==> src/hw/rtl/ssfg_pkg.sv <==
package ssfg_pkg;

    // Command codes carried by an input request
    typedef enum logic [1:0] {
        CMD_INIT  = 2'd0,
        CMD_CHAR  = 2'd1,
        CMD_BLANK = 2'd2,
        CMD_NONE  = 2'd3
    } cmd_t;

    // Configuration register indexes
    localparam int CFG_INDEX_W = 2;
    localparam logic [CFG_INDEX_W-1:0] CFG_BRIGHTNESS     = 2'd0;
    localparam logic [CFG_INDEX_W-1:0] CFG_DIGITS_SCANNED = 2'd1;
    localparam int CFG_DATA_W = 4;

    // Controller register addresses
    localparam logic [7:0] REG_DECODE    = 8'h09;
    localparam logic [7:0] REG_INTENSITY = 8'h0a;
    localparam logic [7:0] REG_SCANLIM   = 8'h0b;
    localparam logic [7:0] REG_SHUTDOWN  = 8'h0c;
    localparam logic [7:0] REG_TEST      = 8'h0f;

    // Burst step counter and the init header steps
    localparam int STEP_W = 4;
    localparam logic [STEP_W-1:0] STEP_SCANLIM   = 4'd0;
    localparam logic [STEP_W-1:0] STEP_DECODE    = 4'd1;
    localparam logic [STEP_W-1:0] STEP_TEST      = 4'd2;
    localparam logic [STEP_W-1:0] STEP_INTENSITY = 4'd3;
    localparam logic [STEP_W-1:0] STEP_SHUTDOWN  = 4'd4;
    localparam logic [STEP_W-1:0] INIT_HDR_LEN   = 4'd5;

    typedef struct packed {
        cmd_t       cmd;
        logic [7:0] character;
        logic [2:0] digit_position;
    } in_item_t;

    typedef struct packed {
        logic [15:0] frame;
        logic        last_frame;
    } out_item_t;

    typedef struct packed {
        logic [3:0] brightness;
        logic [2:0] digits_scanned;
    } cfg_t;

    // Segment pattern for bits 6..0 of a character; lower case folds to upper
    function automatic logic [7:0] seg_pattern(input logic [6:0] code);
        logic [6:0] c;
        logic [7:0] seg;
        c = (code > 7'h5f) ? (code - 7'h20) : code;
        case (c)
            7'h30: seg = 8'h7e;  // 0
            7'h31: seg = 8'h30;
            7'h32: seg = 8'h6d;
            7'h33: seg = 8'h79;
            7'h34: seg = 8'h33;
            7'h35: seg = 8'h5b;
            7'h36: seg = 8'h5f;
            7'h37: seg = 8'h70;
            7'h38: seg = 8'h7f;
            7'h39: seg = 8'h7b;  // 9
            7'h20: seg = 8'h00;  // space
            7'h41: seg = 8'h77;  // A
            7'h42: seg = 8'h1f;
            7'h43: seg = 8'h4e;
            7'h44: seg = 8'h3d;
            7'h45: seg = 8'h4f;
            7'h46: seg = 8'h47;
            7'h48: seg = 8'h17;  // H
            7'h49: seg = 8'h06;
            7'h4a: seg = 8'h38;
            7'h4c: seg = 8'h0e;  // L
            7'h4f: seg = 8'h7e;  // O
            7'h50: seg = 8'h67;
            7'h53: seg = 8'h5b;  // S
            7'h54: seg = 8'h0f;
            7'h55: seg = 8'h3e;
            7'h2d: seg = 8'h01;  // minus
            7'h5f: seg = 8'h08;  // underscore
            7'h2e: seg = 8'h80;  // period
            default: seg = 8'h00;
        endcase
        return seg;
    endfunction

endpackage

==> src/hw/rtl/ssfg_frame_sel.sv <==
module ssfg_frame_sel import ssfg_pkg::*; #(
    parameter int NUM_DIGITS = 8
) (
    input  in_item_t           item,
    input  logic [STEP_W-1:0]  step,
    input  cfg_t               cfg,
    output out_item_t          result
);

    localparam logic [3:0] NumDigits = 4'(NUM_DIGITS);
    localparam logic [3:0] LastDigit = 4'(NUM_DIGITS - 1);

    logic [3:0] blank_k;
    logic [7:0] addr;
    logic [7:0] data;
    logic       last;

    always_comb begin
        blank_k = (item.cmd == CMD_INIT) ? (step - INIT_HDR_LEN) : step;
        addr    = 8'h00;
        data    = 8'h00;
        last    = 1'b1;
        case (item.cmd)
            CMD_INIT: begin
                last = 1'b0;
                case (step)
                    STEP_SCANLIM: begin
                        addr = REG_SCANLIM;
                        data = {5'b0, cfg.digits_scanned};
                    end
                    STEP_DECODE: begin
                        addr = REG_DECODE;
                    end
                    STEP_TEST: begin
                        addr = REG_TEST;
                    end
                    STEP_INTENSITY: begin
                        addr = REG_INTENSITY;
                        data = {4'b0, cfg.brightness};
                    end
                    STEP_SHUTDOWN: begin
                        addr = REG_SHUTDOWN;
                        data = 8'h01;
                    end
                    default: begin
                        // blank digits, highest register first
                        addr = {4'b0, NumDigits - blank_k};
                        last = (blank_k == LastDigit);
                    end
                endcase
            end
            CMD_BLANK: begin
                addr = {4'b0, NumDigits - blank_k};
                last = (blank_k == LastDigit);
            end
            CMD_CHAR: begin
                addr = {4'b0, NumDigits - {1'b0, item.digit_position}};
                data = seg_pattern(item.character[6:0]) | {item.character[7], 7'b0};
            end
            default: begin
                addr = 8'h00;
            end
        endcase
        result.frame      = {addr, data};
        result.last_frame = last;
    end

endmodule

==> src/hw/rtl/seven_segment_frame_generator.sv <==
// Seven-segment frame generator: turns display commands into 16-bit register
// frames (address in the high byte, data in the low byte) for a serializer.
// Input channel s_*: one request holds cmd, character and digit_position.
//   init  -> scan limit, decode off, test off, intensity, shutdown=1,
//            then NUM_DIGITS blank digits (NUM_DIGITS+5 frames)
//   char  -> one frame to digit register NUM_DIGITS-position (none if the
//            position is out of range)
//   blank -> NUM_DIGITS frames, register NUM_DIGITS down to 1
//   code 3 produces no frames.
// Output channel m_*: one frame per transfer, last_frame marks the end of a
// burst. The accepted request is registered, then each frame is registered
// in the output register. Frames follow one per cycle while m_ready is high;
// a request makes 13 frames for init, 8 for blank, 1 for char, at
// NUM_DIGITS = 8. The next request is taken in the cycle the last frame of
// the current burst is issued, so single-frame requests stream at one per
// cycle while the receiver is ready.
// A stalled receiver holds the output register; the sequencer holds with it.
// Configuration (cfg_*) is always ready; write only while idle.
// Reset clears the burst and output valid and loads brightness 1, scan limit 7.
module seven_segment_frame_generator import ssfg_pkg::*; #(
    parameter int NUM_DIGITS = 8
) (
    input  logic                   aclk,
    input  logic                   aresetn,
    // request channel
    input  logic                   s_valid,
    output logic                   s_ready,
    input  in_item_t               s_data,
    // frame channel
    output logic                   m_valid,
    input  logic                   m_ready,
    output out_item_t              m_data,
    // configuration writes
    input  logic                   cfg_valid,
    output logic                   cfg_ready,
    input  logic [CFG_INDEX_W-1:0] cfg_index,
    input  logic [CFG_DATA_W-1:0]  cfg_data
);

    localparam logic [3:0] NumDigits = 4'(NUM_DIGITS);

    in_item_t          item_reg, item_next;
    logic [STEP_W-1:0] step_reg, step_next;
    logic              busy_reg, busy_next;
    logic              m_valid_reg, m_valid_next;
    out_item_t         m_data_reg, m_data_next;
    cfg_t              cfg_reg, cfg_next;

    out_item_t         frame_cur;
    logic              advance;
    logic              s_accept;
    logic              has_frames;

    // Frame for the current step of the burst
    ssfg_frame_sel #(
        .NUM_DIGITS (NUM_DIGITS)
    ) u_frame_sel (
        .item   (item_reg),
        .step   (step_reg),
        .cfg    (cfg_reg),
        .result (frame_cur)
    );

    always_comb begin
        // advance the burst whenever the output register is free or draining
        advance  = busy_reg && (!m_valid_reg || m_ready);
        s_ready  = !busy_reg || (advance && frame_cur.last_frame);
        s_accept = s_valid && s_ready;

        has_frames = (s_data.cmd == CMD_INIT) || (s_data.cmd == CMD_BLANK) ||
                     ((s_data.cmd == CMD_CHAR) &&
                      ({1'b0, s_data.digit_position} < NumDigits));

        item_next = item_reg;
        step_next = step_reg;
        busy_next = busy_reg;
        if (advance) begin
            step_next = step_reg + 1'b1;
            if (frame_cur.last_frame) begin
                busy_next = 1'b0;
            end
        end
        // load a new request; drop ones that produce no frames
        if (s_accept) begin
            item_next = s_data;
            step_next = '0;
            busy_next = has_frames;
        end

        // output register: load on advance, clear when taken, else hold
        m_valid_next = m_valid_reg;
        m_data_next  = m_data_reg;
        if (advance) begin
            m_valid_next = 1'b1;
            m_data_next  = frame_cur;
        end else if (m_ready) begin
            m_valid_next = 1'b0;
        end

        // configuration writes
        cfg_ready = 1'b1;
        cfg_next  = cfg_reg;
        if (cfg_valid) begin
            case (cfg_index)
                CFG_BRIGHTNESS:     cfg_next.brightness     = cfg_data[3:0];
                CFG_DIGITS_SCANNED: cfg_next.digits_scanned = cfg_data[2:0];
                default:            cfg_next = cfg_reg;
            endcase
        end
    end

    always_ff @(posedge aclk) begin
        if (!aresetn) begin
            busy_reg               <= 1'b0;
            m_valid_reg            <= 1'b0;
            cfg_reg.brightness     <= 4'd1;
            cfg_reg.digits_scanned <= 3'd7;
        end else begin
            busy_reg    <= busy_next;
            m_valid_reg <= m_valid_next;
            cfg_reg     <= cfg_next;
        end
    end

    // payload registers need no reset
    always_ff @(posedge aclk) begin
        item_reg   <= item_next;
        step_reg   <= step_next;
        m_data_reg <= m_data_next;
    end

    assign m_valid = m_valid_reg;
    assign m_data  = m_data_reg;

endmodule
==> config.mk <==
export PLATFORM = sky130hd
export DESIGN_NAME = seven_segment_frame_generator
export DESIGN_NICKNAME = d
export VERILOG_FILES = /design/src/hw/rtl/ssfg_pkg.sv /design/src/hw/rtl/ssfg_frame_sel.sv /design/src/hw/rtl/seven_segment_frame_generator.sv
export SDC_FILE = /design/constraint.sdc
export NUM_CORES = 1
export LEC_CHECK = 0
export ABC_AREA = 0
export BUFFER_PORTS_ARGS = -buffer_cell sky130_fd_sc_hd__buf_2
export CAP_MARGIN = 40
export CORE_ASPECT_RATIO = 0.75
export CORE_MARGIN = 2
export CORE_UTILIZATION = 57
export CTS_CLUSTER_SIZE = 16
export DETAILED_ROUTE_END_ITERATION = 10
export PLACE_DENSITY = 0.83
export SYNTH_ARGS = -nofsm -noshare
export SYNTH_HDL_FRONTEND = slang
export SYNTH_SLANG_ARGS = --single-unit
==> constraint.sdc <==
create_clock -name aclk -period 4.2 [get_ports aclk]
set_clock_uncertainty 0.05 [all_clocks]
set_input_delay 0.63 -clock aclk [delete_from_list [all_inputs] [get_ports aclk]]
set_output_delay 0.63 -clock aclk [all_outputs]
set_load 0.02 [all_outputs]
==> run summary, run 1 <==
initial core utilization = 0.6069
Reg power frac = 0.445
PD cells = 354.3 mW/mm2
Final Hold Viols = 0
number of synthesized register bits = 39
post-route setup TNS = 0 ns
via count = 2343
Worst path top cell family by delay = compound AO/OA/AOI/OAI gates
Die Footprint = 0.005419 mm2
Critical Path, Cell by Cell = inv_1 -> ha_1 -> or4_4 -> a32oi_2 -> a41oi_4 -> o21ai_2 -> buf_2
DR pass1 iterations = 6
CP max stage cell = or4_4
CTS H-tree lvls = 2
Synth Flop Type = edfxtp_1
Vert. Die Dim = 64.25 um
Final period util = 0.8035
CP endpoint kind = output port
antenna-violating nets left = 0
Placeable Area = 0.004546 mm2
vias in the first global route = 2023
clk buf depth = 2
vias per inst = 6.215
clock-pin transition on the worst setup and hold timing paths = 0.08 ns
Seq/Total Area, Yosys = 0.3773
Post-synth EDFFs = 26
grt total ovfl = 0
Design Power = 1.070 mW
min setup slack post-route = 0.8254 ns
Slew @ Worst Pin = 0.7624 ns
clock network fraction of total power = 0.294
crit path time final = 3.375 ns
RSZ-0062 raised after global routing = no
critical path peak fanout = 10
antenna violations before repair = 0
max-slew violations = 0
switching pwr = 333.9 uW
Max Clk Rate = 296.3 MHz
Post-Syn Instances = 290
sw frac = 0.3122
Combinational Power Share = 0.261
CP Class = flip-flop to output port
placed insts = 369
die width = 84.34 um
crit-path max cell delay = 0.56 ns
Worst Hold Class = input port to flip-flop
first-pass GRT wire length = 9860 um
Worst VDD drop = 0.2448 mV
# rows = 21
IO Pins = 44
largest net degree at the start of global routing = 31
First DRT Iteration DRCs = 340
IO Port Bufs = 38
yosys warns = 0
WP buf/inv = 2
Root Buffer = clkbuf_8
layout cells sized above 1 = 0.1938
area grow syn2layout = 9.433%
CTS Buf Count = 5
final setup vio count = 0
max cap viols = 0
Avg Cell Area, Syn = 9.513 um2
Worst setup SP type = flip-flop
GRT Total Usage = 0.2291
Async S/R FF share, synth = 0
Nets = 362
post-cts sizing count = 0
# hold bufs at CTS = 0
Placement Setup Slack = 1.192 ns
TritonCTS clock tree = done
# diodes = 0
post-DR wirelength/cell = 15.85 um
Post-Synthesis Cell Area = 0.002759 mm2
Final Non-Filler Cells = 377
TritonCTS Sinks = 39
Critical Path AT = 2.69 ns
Post-DP HPWL = 4413 um
Post-route DRC = 0
Clk Latency, worst-skew pair = 0.30 ns
CP required = 3.52 ns
status = completed
GPL Wtd Cong = 0.9303
Post-CTS Setup Inserts = 0
leakage = 1.208 nW
Int Power = 735.7 uW
max_slew headroom = 0.4917
Cell variety after synth = 66
Layout Utilization = 0.6642
DRT Wirelength = 5974 um
-- power by group through the flow --
stage	Clock, mW	Sequential (mW)	Combinational, mW
2_1_floorplan	0	0.481	0.216
3_5_place_dp	0	0.485	0.272
3_3_place_gp	0	0.484	0.266
6_report	0.314	0.476	0.279
5_1_grt	0.337	0.481	0.307
4_1_cts	0.321	0.476	0.274
-- final cells by class --
class	count	area, um2
fillers	366	1526
multi-input cells	213	1514
flip-flops and latches	39	1041
repair buffers	40	205.2
inverters	20	75.07
well taps	57	71.32
clock buffers	5	68.82
clock inverters	3	43.79
-- cells in the mapped netlist (5+ instances only) --
cell type   n  area, um2
a31oi_1     5      31.28
dfxtp_1    13      260.3
nor3_1      7      35.03
nand2b_1    6      37.54
edfxtp_1   26      780.8
nor2b_1     6      37.54
nand3_1    10      50.05
o22ai_1     7      43.79
mux2i_1    10      100.1
ha_1       19      237.7
inv_1      19      71.32
nand2_1    20      75.07
o21ai_0    16      80.08
a21oi_1    15      75.07
clkbuf_1    7      26.28
buf_4       5      37.54
nor2_1     17      63.81
-- logic make-up after synthesis --
| kind of cell | synth area share |
|---|---|
| other | 0.002722 |
| adders and majority gates | 0.08617 |
| DFF | 0.3773 |
| and+or+nand+nor | 0.1778 |
| AOI/OAI and AO/OA | 0.2014 |
| xor gates and xnor gates | 0.01587 |
| muxes | 0.06077 |
| buffers and inverters | 0.07801 |
-- path summary, 6_finish.rpt --
path                               endpoint  cells after the start         from  slack [ns]
worst max register to register  item_reg[2]                      7  step_reg[0]        1.37
worst max-delay path                s_ready                      7  step_reg[0]        0.83
worst min-delay path            item_reg[9]                      1    s_data[9]        0.45
worst min register to register   cfg_reg[0]                      2   cfg_reg[0]        0.47
-- stage by stage --
step           hold WS (ns)  area (um2)
3_5_place_dp         0.4540        2907
6_report             0.4536        3019
4_1_cts              0.4456        3019
5_1_grt              0.4446        3019
3_3_place_gp         0.4289        2907
2_1_floorplan        0.3890        2770
-- cell usage in the layout, fill, tap and decap left out, drive strengths merged, types with 5 or more instances in the layout --
master  instances
o21ai          20
a21oi          15
nand3          10
conb            5
inv            19
o22ai           7
buf            40
nand2          20
nor2           17
mux2i          11
nor3            7
nor2b           6
edfxtp         26
a31oi           5
ha             19
dfxtp          13
nand2b          6
clkbuf          5
-- layer usage --
metal,share of wire,track usage
met1,0.47,0.3486
met2,0.40,0.3204
met3,0.11,0.06072
met4,0.013,0.05952
met5,0,0
Power figures use the tool's default switching activity.
==> inputs of run 2 (changes only) <==
--- a/config.mk
+++ b/config.mk
@@ -5,7 +5,7 @@
 export SDC_FILE = /design/constraint.sdc
 export NUM_CORES = 1
 export LEC_CHECK = 0
-export ABC_AREA = 0
+export ABC_AREA = 1
 export BUFFER_PORTS_ARGS = -buffer_cell sky130_fd_sc_hd__buf_2
 export CAP_MARGIN = 40
 export CORE_ASPECT_RATIO = 0.75
==> constraint.sdc (replaced) <==
create_clock -name aclk -period 3.2 [get_ports aclk]
set_clock_uncertainty 0.05 [all_clocks]
set_input_delay 0.48 -clock aclk [delete_from_list [all_inputs] [get_ports aclk]]
set_output_delay 0.48 -clock aclk [all_outputs]
set_load 0.02 [all_outputs]
==> run 2 against run 1 <==
Worst setup slack worse by 0.57 ns. Utilization down 0.42 points. Design area down 1.2%. Die area down 1.7%. Area after synthesis down 1.8%. Global-route usage down 0.16 points. Critical endpoint unchanged.
==> run summary, run 2 <==
Nets = 422 (+17%)
grt peak-use layer = met1
initial core utilization = 0.5994 (-0.007545)
commonest non-fill, non-tap cell in the layout = nand2_1
max_slew headroom = 0.6098 (+0.1181)
Worst setup SP type = flip-flop
met3 usage = 0.05111 (-0.009609)
Final Hold Viols = 0 (unchanged)
post-DR wirelength/cell = 13.54 um (-15%)
TritonCTS Sinks = 39 (unchanged)
antenna-violating nets left = 0 (unchanged)
clock-pin transition on the worst setup and hold timing paths = 0.08 ns (about the same)
GPL Wtd Cong = 0.9641 (+3.6%)
Worst Hold Class = input port to flip-flop
PD cells = 452.1 mW/mm2 (+28%)
main combinational cell family by area after synthesis = simple AND/OR/NAND/NOR gates
XOR/XNOR share of the synthesized area = 0.01940 (+0.003527)
# rows = 21 (unchanged)
Synth area leaders = edfxtp_1 29%, nand2_1 13%, dfxtp_1 9.6%, ha_1 8.8%, inv_1 5.1%
# diodes = 0 (unchanged)
Async S/R FF share, synth = 0 (unchanged)
mux share of post-synthesis cell area = 0 (-0.06077)
area grow syn2layout = 10.12%
number of synthesized register bits = 39 (unchanged)
Clk Latency, worst-skew pair = 0.29 ns (about the same)
via count = 2438 (+4.1%)
met1 Track Usage GR = 0.3350 (-0.01359)
Post-route DRC = 0 (unchanged)
IO Port Bufs = 38 (unchanged)
Post-Syn Instances = 344 (+19%)
vias in the first global route = 2055 (+1.6%)
Design Power = 1.349 mW (+26%)
Avg Cell Area, Syn = 7.875 um2 (-17%)
CP endpoint kind = output port
Post-synth EDFFs = 26 (unchanged)
met2 usage = 0.3320 (+0.01156)
Synth area leader = edfxtp_1
Die Footprint = 0.005325 mm2 (-1.7%)
Placed Instance Area = 0.002890 mm2 (-0.56%)
post-route setup TNS = 0 ns (unchanged)
layout cells sized above 1 = 0.1737 (-0.02007)
max-slew violations = 0 (unchanged)
CP Class = flip-flop to output port
Fillers = 368 (+0.55%)
simple-gate share of the synthesized area = 0.2841 (+0.1063)
Post-Synthesis Cell Area = 0.002709 mm2 (-1.8%)
commonest cells in the netlist = 94 x nand2_1, 37 x inv_1, 26 x edfxtp_1, 26 x nand3_1, 23 x nor2_1
TritonCTS clock tree = done
Vert. Die Dim = 63.70 um (-0.86%)
GRT Total Usage = 0.2275 (-0.001635)
vias per inst = 5.579 (-10%)
largest net degree at the start of global routing = 19 (-39%)
critical path peak fanout = 6 (-4)
Max Clk Rate = 339.7 MHz
CTS H-tree lvls = 2 (unchanged)
yosys warns = 0 (unchanged)
first-pass GRT wire length = 9611 um (-2.5%)
share of the synthesized area in the top cell type = 0.2882 (+0.005229)
Multi-input gate area = 0.001426 mm2 (-5.8%)
status = completed
grt total ovfl = 0 (unchanged)
max cap viols = 0 (unchanged)
Root Buffer = clkbuf_8
Final period util = 0.9199
die width = 83.60 um (-0.87%)
Cell variety after synth = 42 (-36%)
Critical Path AT = 2.41 ns (-0.28 ns)
FF+latch area = 0.001042 mm2 (+0.12%)
antenna violations before repair = 0 (unchanged)
crit path time final = 2.944 ns
Slew @ Worst Pin = 0.5832 ns (-0.1792 ns)
Worst VDD drop = 0.3964 mV (+62%)
DR pass1 iterations = 6 (unchanged)
design area = 0.002983 mm2 (-1.2%)
IO Pins = 44 (unchanged)
Post-CTS Setup Inserts = 0 (unchanged)
leakage = 1.417 nW (+17%)
Post-DP HPWL = 4540 um (+2.9%)
final setup vio count = 0 (unchanged)
Seq/Total Area, Yosys = 0.3843 (+0.006971)
most common cell in the synthesized netlist = nand2_1
most frequent cells in the layout = 94 x nand2_1, 38 x buf_2, 37 x inv_1
Synth Flop Type = edfxtp_1
RSZ-0062 raised after global routing = no
clk buf depth = 2 (unchanged)
adder-cell share of the synthesized area = 0.08776 (+0.001592)
Placeable Area = 0.004519 mm2 (-0.58%)
First DRT Iteration DRCs = 222 (-35%)
DRT Wirelength = 5919 um (-0.92%)
compound-gate portion of the synthesized area = 0.1284 (-0.07295)
CP required = 2.67 ns (-0.85 ns)
CTS Buf Count = 5 (unchanged)
## run 2: cell type report
type	count	share of cell area
sequential	39	0.3494
inverter	39	0.04908
multi-input combinational	254	0.4782
tap	57	0.02391
timing repair buffer	40	0.06879
clock inverter	1	0.001678
clock buffer	7	0.02894
## run 2: final timing paths
| path | depth (start not counted) | endpoint | startpoint | slack [ns] |
|---|---|---|---|---|
| min reg2reg | 2 | cfg_reg[3] | cfg_reg[3] | 0.42 |
| min | 1 | item_reg[0] | s_data[0] | 0.31 |
| max | 11 | s_ready | step_reg[0] | 0.26 |
| max reg2reg | 11 | item_reg[4] | step_reg[0] | 0.76 |
## run 2: metal layers
layer,vias up,wire (um)
li1,1204,-
met1,1116,2794
met2,109,2592
met3,9,458
met4,0,73
met5,-,0
## run 2: cell families after synthesis
group	Yosys count
simple gates	169
compound gates	55
buf+inv	54
flops	39
fa+ha+maj	19
xor+xnor	6
other cells	2
## run 2: stage by stage
| step | utilization | worst slack [ns] | hold WS (ns) | instances |
|---|---|---|---|---|
| final | 0.6600 | 0.2564 | 0.3050 | 437 |
| after CTS | 0.6597 | 0.2007 | 0.3014 | 437 |
| after global routing | 0.6600 | 0.02450 | 0.2898 | 437 |
| after detailed placement | 0.6395 | 0.5249 | 0.4132 | 429 |
| after global placement | 0.6395 | 0.6748 | 0.4042 | 429 |
| after floorplan | - | 0.1740 | 0.3792 | 347 |
## run 2: where the power goes
group	total, mW	switching, mW	leakage [nW]	internal, mW
Clock	0.342	0.168	0.0482	0.174
Sequential	0.619	0.0349	0.358	0.584
Combinational	0.388	0.251	1.01	0.137
Total	1.35	0.454	1.42	0.895
## run 2: critical path, stage by stage, from the launching register on
cell and delay [ns]:
dfxtp_2 0.40, inv_1 0.14, ha_1 0.33, nand2_1 0.06, o21ai_0 0.13, inv_1 0.09, ha_1 0.15, nand3_1 0.07
o21ai_0 0.21, nand3_1 0.13, nand2_1 0.20, buf_2 0.21
## run 2: what timing repair did
item                                    in CTS  in global routing
hold buffers                                 0                  0
endpoints found under the setup margin       0                  1
gates resized for setup                      0                  1
==> inputs of run 3 (changes only) <==
--- a/config.mk
+++ b/config.mk
@@ -7,7 +7,7 @@
 export LEC_CHECK = 0
 export ABC_AREA = 1
 export BUFFER_PORTS_ARGS = -buffer_cell sky130_fd_sc_hd__buf_2
-export CAP_MARGIN = 40
+export CAP_MARGIN = 20
 export CORE_ASPECT_RATIO = 0.75
 export CORE_MARGIN = 2
 export CORE_UTILIZATION = 57
==> constraint.sdc (replaced) <==
create_clock -name aclk -period 3.2 [get_ports aclk]
set_clock_uncertainty 0.05 [all_clocks]
set_input_delay 0.32 -clock aclk [delete_from_list [all_inputs] [get_ports aclk]]
set_output_delay 0.32 -clock aclk [all_outputs]
set_load 0.02 [all_outputs]
==> run 3 against run 2 <==
Final cell count fell by 0.23%. Highest routed layer unchanged. Global-route usage rose by 0.14 points. Sequential cell count did not move. Maximum frequency rose by 1.0%. Design area fell by 0.21%. Routed wire length fell by 0.61%. Combinational power fell by 1%. Sequential share of layout area barely moved. First-iteration DRC count rose by 28%. Worst hold slack got worse by 0.17 ns. Total power fell by 0.20%.
==> run summary, run 3 (synthesis results as in run 2) <==
status = completed
Worst path top cell family by delay = simple AND/OR/NAND/NOR gates
die width = 83.60 um (unchanged)
sw frac = 0.3370 (about the same)
antenna-violating nets left = 0 (unchanged)
via count = 2429 (-0.37%)
WP buf/inv = 3 (unchanged)
Combinational Power Share = 0.285 (-0.003)
final setup vio count = 0 (unchanged)
Post-DP HPWL = 4574 um (+0.75%)
max-slew violations = 0 (unchanged)
largest net degree at the start of global routing = 19 (unchanged)
most frequent cells in the layout = 93 x nand2_1, 38 x buf_2, 37 x inv_1
Worst Hold Class = input port to flip-flop
Post-route DRC = 0 (unchanged)
Post-CTS Setup Inserts = 0 (unchanged)
clock network fraction of total power = 0.257 (+0.004)
Fillers = 392 (+6.5%)
Final period util = 0.9107 (-0.009135)
CTS Buf Count = 5 (unchanged)
GPL Wtd Cong = 0.9620 (-0.22%)
Max Clk Rate = 343.1 MHz (+1.0%)
Critical Path AT = 2.54 ns (+0.13 ns)
IO Pins = 44 (unchanged)
# rows = 21 (unchanged)
grt total ovfl = 0 (unchanged)
placed insts = 428 (-0.23%)
Vert. Die Dim = 63.70 um (unchanged)
critical path peak fanout = 6 (unchanged)
Reg power frac = 0.459 (about the same)
Critical Path, Cell by Cell = inv_1 -> ha_1 -> nand2_1 -> o21ai_0 -> inv_1 -> ha_1 -> nand3_1 -> o21ai_0 -> nand3_1 -> nand2_2 -> buf_2
CP Class = flip-flop to output port
Slew @ Worst Pin = 0.6060 ns (+0.02288 ns)
Worst VDD drop = 0.3410 mV (-14%)
# diodes = 0 (unchanged)
Die Footprint = 0.005325 mm2 (unchanged)
vias per inst = 5.571 (-0.14%)
leakage = 1.412 nW (-0.37%)
clock-pin transition on the worst setup and hold timing paths = 0.08 ns (about the same)
min setup slack post-route = 0.2856 ns (+0.02923 ns)
vias in the first global route = 2132 (+3.7%)
DR pass1 iterations = 7 (+1)
CP endpoint kind = output port
max cap viols = 0 (unchanged)
TritonCTS clock tree = done
crit-path max cell delay = 0.43 ns (+0.03 ns)
Nets = 421 (-0.24%)
max_slew headroom = 0.5955 (-0.01426)
initial core utilization = 0.5994 (unchanged)
Clk Latency, worst-skew pair = 0.30 ns (about the same)
RSZ-0062 raised after global routing = no
Layout Utilization = 0.6586 (-0.001384)
switching pwr = 453.6 uW (-0.12%)
crit path time final = 2.914 ns (-0.02923 ns)
Placement Setup Slack = 0.6110 ns (+0.08616 ns)
antenna violations before repair = 0 (unchanged)
Placeable Area = 0.004519 mm2 (unchanged)
commonest non-fill, non-tap cell in the layout = nand2_1
DRT Wirelength = 5883 um (-0.61%)
GRT Total Usage = 0.2289 (+0.001441)
layout cells sized above 1 = 0.1715 (-0.002180)
clk buf depth = 2 (unchanged)
CP max stage cell = dfxtp_1
PD cells = 452.2 mW/mm2 (about the same)
post-route setup TNS = 0 ns (unchanged)
Final Non-Filler Cells = 436 (-0.23%)
TritonCTS Sinks = 39 (unchanged)
Int Power = 892.4 uW (-0.23%)
Final Hold Viols = 0 (unchanged)
area grow syn2layout = 9.884%
Worst setup SP type = flip-flop
post-DR wirelength/cell = 13.49 um (-0.38%)
First DRT Iteration DRCs = 284 (+28%)
Root Buffer = clkbuf_8
CP required = 2.83 ns (+0.16 ns)
IO Port Bufs = 38 (unchanged)
CTS H-tree lvls = 2 (unchanged)
first-pass GRT wire length = 9742 um (+1.4%)
run 3: cell types whose count changed in the layout (fill, tap and decap cells not counted), sizes merged:
| cell | delta |
|---|---|
| buf | -1 |
run 3: final cells by class:
cell class	instances	area, um2	area share
clock buffers	7	86.33	0.02900
clock inverters	1	5.005	0.001681
inverters	39	146.4	0.04918
multi-input cells	254	1429	0.4800
flip-flops and latches	39	1041	0.3497
well taps	57	71.32	0.02396
repair buffers	39	197.7	0.06641
run 3: per-layer routing:
layer  up-vias  part of all wire  global-route usage
met5         -                 0                   0
met4         0             0.015             0.07863
met3        10             0.074             0.04587
met2       104              0.44              0.3410
met1      1110              0.47              0.3322
li1       1205                 -                   -
run 3: worst paths after layout:
check              start          end  slack (ns)  cells after the start
min reg2reg   cfg_reg[1]   cfg_reg[1]        0.44                      2
max reg2reg  step_reg[0]  item_reg[4]        0.57                     11
min            s_data[0]  item_reg[0]        0.14                      1
max          step_reg[0]      s_ready        0.29                     11
run 3: power by group through the flow:
stage / Sequential [mW] / Combinational, mW / Clock (mW)
floorplan: 0.632 / 0.281 / 0
global placement: 0.627 / 0.366 / 0
detailed placement: 0.628 / 0.374 / 0
CTS: 0.617 / 0.378 / 0.345
global route: 0.623 / 0.428 / 0.373
finish: 0.618 / 0.383 / 0.345
run 3: timing repair:
item                       CTS  global route
resized for setup            0             1
hold buffers                 0             0
setup endpoints to repair    0             1
run 3: stage by stage:
step / total power, mW / hold slack [ns] / area [um2]
detailed placement: 1.003 / 0.4230 / 2883
finish: 1.346 / 0.1366 / 2977
global placement: 0.9925 / 0.4024 / 2883
CTS: 1.341 / 0.1406 / 2974
global route: 1.424 / 0.1314 / 2977
floorplan: 0.9131 / 0.3541 / 2720
